`src/rtl/safk_pkg.sv`:
```
// Package: shared types and constants of the serial arm kinematics block.
package safk_pkg;

    localparam int unsigned AngleW = 16;
    localparam int unsigned IdxW = 3;
    localparam int unsigned RotW = 18;
    localparam int unsigned PosW = 32;
    localparam int unsigned LenW = 16;
    localparam int unsigned ZW = 22;
    localparam int unsigned CordicSteps = 16;
    localparam int unsigned StepW = 4;

    localparam logic signed [ZW-1:0] HalfPiQ16 = 22'sd102944;
    localparam logic signed [ZW-1:0] PiQ16 = 22'sd205887;
    localparam logic signed [RotW-1:0] OneQ16 = 18'sd65536;
    localparam logic signed [RotW-1:0] CordicGain = 18'sd39797;
    localparam logic [LenW-1:0] LinkReset = 16'd22938;

    typedef enum logic [3:0] {
        ST_IDLE,
        ST_FOLD,
        ST_CORDIC,
        ST_FIX,
        ST_OFFSET,
        ST_MIX,
        ST_CENTER,
        ST_OUT
    } t_state;

    // Commands from the controller to the datapath.
    typedef struct packed {
        logic load;
        logic fold;
        logic cordic;
        logic fix;
        logic restart;
        logic offset_full;
        logic offset_half;
        logic mix;
        logic center;
        logic [1:0] row;
    } t_cmd;

    // Status from the datapath to the controller.
    typedef struct packed {
        logic cordic_last;
    } t_status;

    function automatic logic signed [ZW-1:0] atan_q16(input logic [StepW-1:0] k);
        logic signed [ZW-1:0] v;
        case (k)
            4'd0: v = 22'sd51472;
            4'd1: v = 22'sd30386;
            4'd2: v = 22'sd16055;
            4'd3: v = 22'sd8150;
            4'd4: v = 22'sd4091;
            4'd5: v = 22'sd2047;
            4'd6: v = 22'sd1024;
            4'd7: v = 22'sd512;
            4'd8: v = 22'sd256;
            4'd9: v = 22'sd128;
            4'd10: v = 22'sd64;
            4'd11: v = 22'sd32;
            4'd12: v = 22'sd16;
            4'd13: v = 22'sd8;
            4'd14: v = 22'sd4;
            default: v = 22'sd2;
        endcase
        return v;
    endfunction

endpackage

```
`src/rtl/safk_ctrl.sv`:
```
// Controller: sequences fold, CORDIC, offset, mix and center steps per item.
module safk_ctrl
    import safk_pkg::*;
#(
    parameter int unsigned NUM_JOINTS = 7
) (
    input  logic i_clk,
    input  logic i_rst_n,
    input  logic i_in_valid,
    output logic o_in_ready,
    input  logic [IdxW-1:0] i_joint_index,
    input  t_status i_status,
    output t_cmd o_cmd,
    output logic o_out_valid,
    input  logic i_out_ready
);

    t_state r_state, n_state;
    logic [1:0] r_row, n_row;
    logic [1:0] r_fold, n_fold;
    logic [IdxW-1:0] r_idx;
    logic r_ovalid, n_ovalid;
    logic accept;
    logic is_end;
    logic center_wait;

    assign accept = i_in_valid && o_in_ready;
    assign is_end = ({1'b0, r_idx} == (IdxW+1)'(NUM_JOINTS));
    // The center step overwrites the output registers, so it waits for a pending beat.
    assign center_wait = r_ovalid && (r_row == 2'd0);

    // State and counters.
    always_ff @(posedge i_clk) begin
        if (!i_rst_n) begin
            r_state <= ST_IDLE;
            r_row <= '0;
            r_fold <= '0;
            r_ovalid <= 1'b0;
        end else begin
            r_state <= n_state;
            r_row <= n_row;
            r_fold <= n_fold;
            r_ovalid <= n_ovalid;
        end
    end

    always_ff @(posedge i_clk) begin
        if (accept) begin
            r_idx <= i_joint_index;
        end
    end

    // Next state.
    always_comb begin
        n_state = r_state;
        n_row = r_row;
        n_fold = r_fold;
        case (r_state)
            ST_IDLE: begin
                if (accept) begin
                    n_state = ST_FOLD;
                    n_fold = '0;
                end
            end
            ST_FOLD: begin
                n_fold = r_fold + 2'd1;
                if (r_fold == 2'd3) begin
                    n_state = ST_CORDIC;
                end
            end
            ST_CORDIC: begin
                if (i_status.cordic_last) begin
                    n_state = ST_FIX;
                end
            end
            ST_FIX: begin
                n_row = '0;
                if (r_idx == '0) begin
                    n_state = ST_CENTER;
                end else begin
                    n_state = ST_OFFSET;
                end
            end
            ST_OFFSET: begin
                n_row = r_row + 2'd1;
                if (r_row == 2'd2) begin
                    n_row = '0;
                    n_state = is_end ? ST_CENTER : ST_MIX;
                end
            end
            ST_MIX: begin
                n_row = r_row + 2'd1;
                if (r_row == 2'd2) begin
                    n_row = '0;
                    n_state = ST_CENTER;
                end
            end
            ST_CENTER: begin
                if (!center_wait) begin
                    n_row = r_row + 2'd1;
                    if (r_row == 2'd2) begin
                        n_row = '0;
                        n_state = ST_OUT;
                    end
                end
            end
            ST_OUT: begin
                if (!r_ovalid || i_out_ready) begin
                    n_state = ST_IDLE;
                end
            end
            default: n_state = ST_IDLE;
        endcase
    end

    // Output valid holds until the beat is taken.
    always_comb begin
        n_ovalid = r_ovalid;
        if (r_ovalid && i_out_ready) begin
            n_ovalid = 1'b0;
        end
        if (r_state == ST_OUT && (!r_ovalid || i_out_ready)) begin
            n_ovalid = 1'b1;
        end
    end

    // Commands.
    always_comb begin
        o_cmd = '0;
        o_cmd.row = r_row;
        o_cmd.load = accept;
        o_in_ready = (r_state == ST_IDLE);
        case (r_state)
            ST_FOLD: o_cmd.fold = 1'b1;
            ST_CORDIC: o_cmd.cordic = 1'b1;
            ST_FIX: begin
                o_cmd.fix = 1'b1;
                o_cmd.restart = (r_idx == '0);
            end
            ST_OFFSET: begin
                o_cmd.offset_full = !is_end;
                o_cmd.offset_half = is_end;
            end
            ST_MIX: o_cmd.mix = 1'b1;
            ST_CENTER: o_cmd.center = !center_wait;
            ST_OUT: o_cmd.load = 1'b0;
            default: o_cmd.load = accept;
        endcase
    end

    assign o_out_valid = r_ovalid;

endmodule

```
`config.mk`:
```
export PLATFORM = sky130hd
export DESIGN_NAME = safk_ctrl
export DESIGN_NICKNAME = d
export VERILOG_FILES = /design/src/rtl/safk_pkg.sv /design/src/rtl/safk_ctrl.sv
export SDC_FILE = /design/constraint.sdc
export NUM_CORES = 1
export LEC_CHECK = 0
export ABC_AREA = 1
export ABC_CLOCK_PERIOD_IN_PS = 1100
export BUFFER_PORTS_ARGS = -buffer_cell sky130_fd_sc_hd__clkbuf_2
export CELL_PAD_IN_SITES_DETAIL_PLACEMENT = 2
export CELL_PAD_IN_SITES_GLOBAL_PLACEMENT = 2
export CORE_ASPECT_RATIO = 1.2
export CORE_MARGIN = 3
export CORE_UTILIZATION = 22
export DETAILED_ROUTE_END_ITERATION = 6
export MAX_ROUTING_LAYER = met4
export PLACE_DENSITY = 0.67
export SYNTH_ARGS = -nofsm -noshare
export SYNTH_HDL_FRONTEND = slang
export SYNTH_SLANG_ARGS = --single-unit
export TNS_END_PERCENT = 50
```
`constraint.sdc`:
```
create_clock -name i_clk -period 1.1 [get_ports i_clk]
set_input_delay 0.33 -clock i_clk [delete_from_list [all_inputs] [get_ports i_clk]]
set_output_delay 0.33 -clock i_clk [all_outputs]
set_load 0.1 [all_outputs]
```
==> results of run 1 <==
==> cell usage after synthesis (all sizes together) <==
master  instances  area, µm²
nand2          26        113
nor3            3       15.0
ha              1       12.5
buf             1       7.51
dfxtp           8        160
nor2           20       90.1
inv            18       67.6
or3             1       6.26
o21ai           2       10.0
edfxtp          3       90.1
nand3b          1       7.51
and3            1       6.26
a21oi           7       35.0
o21a            1       7.51
nand3           5       25.0
nand4           1       6.26
==> final cells by class <==
type                    count  area share, %
clock inverters             1          0.360
inverters                  18           5.13
clock buffers               3           1.62
repair buffers             45           36.4
flip-flops and latches     11           19.6
well taps                  34           3.06
multi-input cells          69           33.8
==> cell usage in the layout, fill, tap and decap left out, types with 7 or more instances in the layout <==
cell / n
buf_12: 13
nand2_1: 14
nand2_2: 8
nor2_4: 8
nor2_1: 7
clkbuf_2: 7
buf_4: 19
inv_1: 10
inv_2: 7
==> layer usage <==
layer  vias up  wire [µm]  share of wire (%)
li1        407          -                  -
met2        17       1750                 56
met1       403       1250                 40
met3         4        112                3.6
met5         -          0                  0
met4         0         24               0.77
==> cell families (layout without fill, tap and decap cells) <==
family | after synthesis | after routing
DFF | 11 | 11
buffers and inverters | 19 | 67
adders and majority gates | 1 | 1
and+or+nand+nor | 58 | 58
AOI/OAI and AO/OA | 10 | 10
==> flip-flops by register name (all words and copies together) (netlist names) <==
register / cells
r_fold: 2
r_state: 3
r_idx: 3
r_row: 2
o_out_valid: 1
==> through the flow <==
stage,util [%],std cells,area [µm²]
2_1_floorplan,-,99,728
3_3_place_gp,42.6,172,1210
3_5_place_dp,42.6,172,1210
4_1_cts,46.2,177,1310
5_1_grt,49.0,181,1390
6_report,49.0,181,1390
==> power groups by stage <==
stage / Clock (mW) / Combinational (mW) / Sequential (mW)
final: 0.308 / 2.92 / 0.726
after detailed placement: 0 / 2.61 / 0.703
after global placement: 0 / 2.53 / 0.682
after CTS: 0.321 / 2.74 / 0.710
after floorplan: 0 / 1.49 / 0.777
after global routing: 0.338 / 3.08 / 0.740
==> worst min-delay path by stage <==
| stage | to | slack [ns] | cells after the start | start |
|---|---|---|---|---|
| after floorplan | r_idx[0] | 0.43 | 0 | i_joint_index[0] |
| after global placement | r_fold[1] | 0.46 | 2 | r_fold[1] |
| after global routing | r_idx[2] | 0.21 | 1 | i_joint_index[2] |
| final | r_idx[2] | 0.22 | 1 | i_joint_index[2] |
| after detailed placement | r_fold[1] | 0.47 | 2 | r_fold[1] |
| after CTS | r_idx[2] | 0.22 | 1 | i_joint_index[2] |
==> repair_timing <==
item / CTS / global route
endpoints found under the setup margin: 23 / 23
setup buffers: 1 / 5
pin swaps: 9 / 4
endpoints found under the hold margin: 0 / 0
resized for setup: 21 / 16
==> impl_metrics.csv, run 1 <==
group,metric,value,unit
place,gp_congestion,0.775,
timing,slew_violations,0,
timing,min_period,1.67,ns
synthesis,synth_area,659,µm²
synthesis,synthMuxAreaShare,0,%
global_routing,antenna_found_initial,0,
cts,numCtsBuffers,3,
die,core,2840,µm²
worst_setup_path,r2r_end,"r_fold[0]",
route,drc,0,
die,die_w,56.0,µm
cells_and_area,antenna_cells,0,
cts,cts_hold_buf,0,
timing,hold_viol_final,0,
worst_setup_path,reg2reg_depth,7,
cts,cts-htree-levels,1,
route,vias,831,
cts,clockBufferDepth,2,
cells_and_area,area_delta_synth_final,111,%
worst_setup_path,path_cells,"nor2_1 > nand2_2 > inv_1 > buf_12",
worst_setup_path,timing.rr.start,"r_state[0]",
synthesis,synth_seq_area_share,38.0,%
worst_setup_path,end_kind,"output port",
synthesis,syn_inst,99,
route,wl_per_cell,17.3,µm
pwr,power,3.95,mW
pwr,p_sw,2.19,mW
place,place_hpwl,2080,µm
die,start_util,23.2,%
global_routing,grt_pass1_wl,4420,µm
pwr,internal-power,1.76,mW
cts,cts_tree,"yes",
cts,numClockSinks,11,
timing,worstMarginPinSlew,0.310,ns
pwr,seqPwrFrac,18.4,%
run_status,status,"finished, violations left",
flow_run,cap_viol_max_count,0,
route,wirelength,3140,µm
cts,clk_latency,0.28,ns
route,dr.pass1.iters,4,
timing,finalHoldWorstSlack,0.223,ns
worst_setup_path,setup.worst_path.end,"o_in_ready",
global_routing,grt_max_degree,8,
synthesis,synth_adder_area_share,1.90,%
place,dp_slack,-0.351,ns
min_path,hold_path.class,"input pin to flip-flop",
global_routing,met1_usage,16.8,%
worst_setup_path,critPathTopFamily,"flip-flops",
cells_and_area,multiInputGateArea,470,µm²
worst_setup_path,crit_type,"flip-flop to output port",
pwr,switching_share,55.4,%
cells_and_area,nFillCells,304,
timing,post-route-period-util,152,%
route,drtAntennaViolNets,0,
global_routing,grt-busiest-layer,"met2",
synthesis,synth.net_count,108,
timing,skew,0.00194,ns
timing,fin_tns_setup,-7.45,ns
pwr,combPwrFrac,73.8,%
timing,setup_violations,23,
global_routing,grt_overflow,0,
pwr,power_density,2840,nW/µm²
cells_and_area,num-nets-final,157,
worst_setup_path,rrSetupSlack,-0.29,ns
synthesis,synth_area_per_cell,6.66,µm²
global_routing,use_met3,3.91,%
worst_setup_path,max_stage_delay,0.39,ns
route,vias_per_cell,4.59,
cells_and_area,regArea,273,µm²
synthesis,synth_xor_xnor_area_share,0,%
run_status,violations,"negative setup slack",
timing,setup_slack,-0.572,ns
worst_setup_path,crit_start,"r_state[2]",
cells_and_area,layout-drive-gt1-share,66.0,%
pwr,clockPowerShare,7.8,%
cts,cts_root_buf,"clkbuf_4",
worst_setup_path,crit_arrival,1.34,ns
place,port_buffers,20,
synthesis,synth_top_family_by_area,"simple AND/OR/NAND/NOR gates",
die,row_count,21,
pwr,vdd.ir_drop.worst,0.00276,V
pwr,total_leakage_power,0.619,nW
synthesis,yosys.area_share.simple,40.8,%
global_routing,use_met2,30.3,%
route,drt-initial-drc-count,7,
worst_setup_path,cp-start-kind,"flip-flop",
global_routing,grt_pass1_vias,945,
global_routing,grt_usage,16.2,%
worst_setup_path,cpMaxStageDelayCell,"dfxtp_4",
worst_setup_path,path_max_fanout,7,
synthesis,synth_compound_area_share,7.97,%
worst_setup_path,worstSetupPathDepth,4,
synthesis,ys_ff_latch,11,
worst_setup_path,cp.required,0.77,ns
die,die_height,66.0,µm
timing,rsz0062_at_grt,"true",
synthesis,yosys_warnings,0,
timing,clock.fmax,598,MHz
timing,max_slew_margin,79.1,%
synthesis,yosysUniqueCellTypes,22,
die,io-pin-count,21,
worst_setup_path,path_buf_inv,2,
die,dieArea,3690,µm²
cts,path_clk_slew,0.09,ns
Power figures use the tool's default switching activity.
==> inputs of run 2 (changes only) <==
==> constraint.sdc (replaced) <==
create_clock -name i_clk -period 1.1 [get_ports i_clk]
set_input_delay 0.11 -clock i_clk [delete_from_list [all_inputs] [get_ports i_clk]]
set_output_delay 0.11 -clock i_clk [all_outputs]
set_load 0.1 [all_outputs]
==> run 2 against run 1 <==
The run ends with negative hold slack, negative setup slack left. Cell count increased by 6.1%. Register-to-register slack got worse by 0.04 ns. Power increased by 14%. Die area unchanged. Count of clock-buffer cells in the layout increased by 1. Largest power group unchanged. Highest routed layer unchanged.
==> impl_metrics.csv, run 2 (same netlist as run 1, synthesis figures left out) <==
group,metric,value,unit
worst_setup_path,crit_start,"r_state[2]",
min_path,hold_path.class,"input pin to flip-flop",
cts,cts-htree-levels,1,
worst_setup_path,max_stage_delay,0.39,ns
worst_setup_path,end_kind,"output port",
cells_and_area,antenna_cells,0,
cts,path_clk_slew,0.08,ns
pwr,combPwrFrac,76.1,%
global_routing,grt_usage,19.4,%
worst_setup_path,crit_arrival,1.39,ns
pwr,internal-power,2.10,mW
cts,numClockSinks,11,
pwr,vdd.ir_drop.worst,0.00301,V
route,wirelength,3900,µm
worst_setup_path,path_cells,"buf_6 > nor2_4 > nand4_1 > clkinvlp_4 > buf_12",
worst_setup_path,path_max_fanout,4,
die,core,2840,µm²
cells_and_area,num-nets-final,168,
die,row_count,21,
timing,setup_violations,20,
route,vias,882,
route,drc,0,
cells_and_area,largestRegisters,"r_idx: 3 flops, r_state: 3 flops",
die,start_util,23.2,%
cells_and_area,regArea,270,µm²
timing,rsz0062_at_grt,"true",
pwr,power_density,2940,nW/µm²
min_path,worstHoldStart,"i_joint_index[2]",
pwr,switching_share,53.4,%
global_routing,grt_pass1_vias,1011,
timing,hold_viol_final,1,
cts,cts_root_buf,"clkbuf_4",
worst_setup_path,cp-start-kind,"flip-flop",
global_routing,grt_overflow,0,
timing,clock.fmax,666,MHz
global_routing,grt_pass1_wl,5190,µm
cts,clk_latency,0.29,ns
timing,slew_violations,0,
place,place_hpwl,2350,µm
cells_and_area,layout-drive-gt1-share,69.0,%
route,wl_per_cell,20.3,µm
die,die_height,66.0,µm
cts,cts_hold_buf,0,
pwr,seqPwrFrac,16.7,%
flow_run,cap_viol_max_count,0,
timing,skew,0.00110,ns
route,dr.pass1.iters,4,
route,drtAntennaViolNets,0,
timing,min_period,1.50,ns
pwr,total_leakage_power,0.694,nW
worst_setup_path,cp.required,0.99,ns
global_routing,grt_max_degree,8,
timing,setup_slack,-0.402,ns
die,die_w,56.0,µm
worst_setup_path,crit_type,"flip-flop to output port",
die,dieArea,3690,µm²
cells_and_area,final_common_cell,"buf_4",
cts,numCtsBuffers,3,
route,drt-initial-drc-count,19,
global_routing,antenna_found_initial,0,
cts,cts_tree,"yes",
timing,worstMarginPinSlew,0.264,ns
die,io-pin-count,21,
cells_and_area,nFillCells,291,
place,gp_congestion,0.830,
run_status,violations,"negative hold slack, negative setup slack",
pwr,clockPowerShare,7.2,%
cts,clockBufferDepth,2,
place,dp_slack,-0.203,ns
cells_and_area,area_delta_synth_final,133,%
timing,max_slew_margin,82.3,%
timing,finalHoldWorstSlack,-0.00466,ns
route,vias_per_cell,4.59,
timing,post-route-period-util,137,%
worst_setup_path,cpMaxStageDelayCell,"dfxtp_4",
worst_setup_path,timing.rr.start,"r_state[2]",
pwr,p_sw,2.42,mW
run_status,status,"finished, violations left",
cells_and_area,layout_common_cells,"buf_4, buf_12, nor2_4, nand2_2",
cells_and_area,multiInputGateArea,490,µm²
place,port_buffers,20,
-- run 2: final timing paths --
check	end	slack, ns	cells past startpoint
setup reg to reg	r_row[0]	-0.33	10
hold reg to reg	r_fold[1]	0.52	2
setup / recovery	o_cmd[6]	-0.40	5
hold / removal	r_idx[2]	-0.005	1
-- run 2: layout make-up --
type                            instances  share of cell area, %
Clock buffer                            4                   1.71
Inverter                               18                   5.28
Multi-Input combinational cell         69                   31.9
Sequential cell                        11                   17.6
Tap cell                               34                   2.76
Timing Repair Buffer                   56                   40.8
-- run 2: what timing repair did --
action                     CTS  global route
setup buffers                8             5
resized for setup           19            27
setup endpoints to repair   20            21
pin swaps                    4             9
-- run 2: metrics by stage --
step | utilization [%] | instance area (µm²) | cells | power [mW] | TNS (ns)
after detailed placement | 44.3 | 1260 | 175 | 3.52 | -2.08
after global routing | 54.2 | 1540 | 192 | 4.74 | -6.61
final | 54.2 | 1540 | 192 | 4.52 | -5.48
after floorplan | - | 749 | 99 | 2.34 | -5.83
after CTS | 49.9 | 1420 | 187 | 4.10 | -4.59
after global placement | 44.3 | 1260 | 175 | 3.39 | -0.990
-- run 2: metal layers --
| layer | share of wire (%) | wire length, µm | track usage, % | vias to the layer above |
|---|---|---|---|---|
| met5 | 0 | 0 | - | - |
| met2 | 57 | 2240 | 34.9 | 16 |
| met1 | 39 | 1520 | 20.8 | 432 |
| met4 | 1.8 | 71 | 8.61 | 0 |
| met3 | 1.8 | 72 | 3.32 | 7 |
| li1 | - | - | - | 427 |
-- run 2: worst max-delay path: cells and delay by family (launching register included) --
| family | cells | cell delay [ns] |
|---|---|---|
| buf+inv | 3 | 0.43 |
| simple gates | 2 | 0.27 |
| flops | 1 | 0.39 |
-- run 2: power groups by stage --
stage / registers, mW / clock network (mW) / logic, mW
global placement: 0.699 / 0 / 2.69
floorplan: 0.787 / 0 / 1.56
CTS: 0.725 / 0.302 / 3.07
global route: 0.775 / 0.338 / 3.63
detailed placement: 0.730 / 0 / 2.79
finish: 0.756 / 0.325 / 3.44
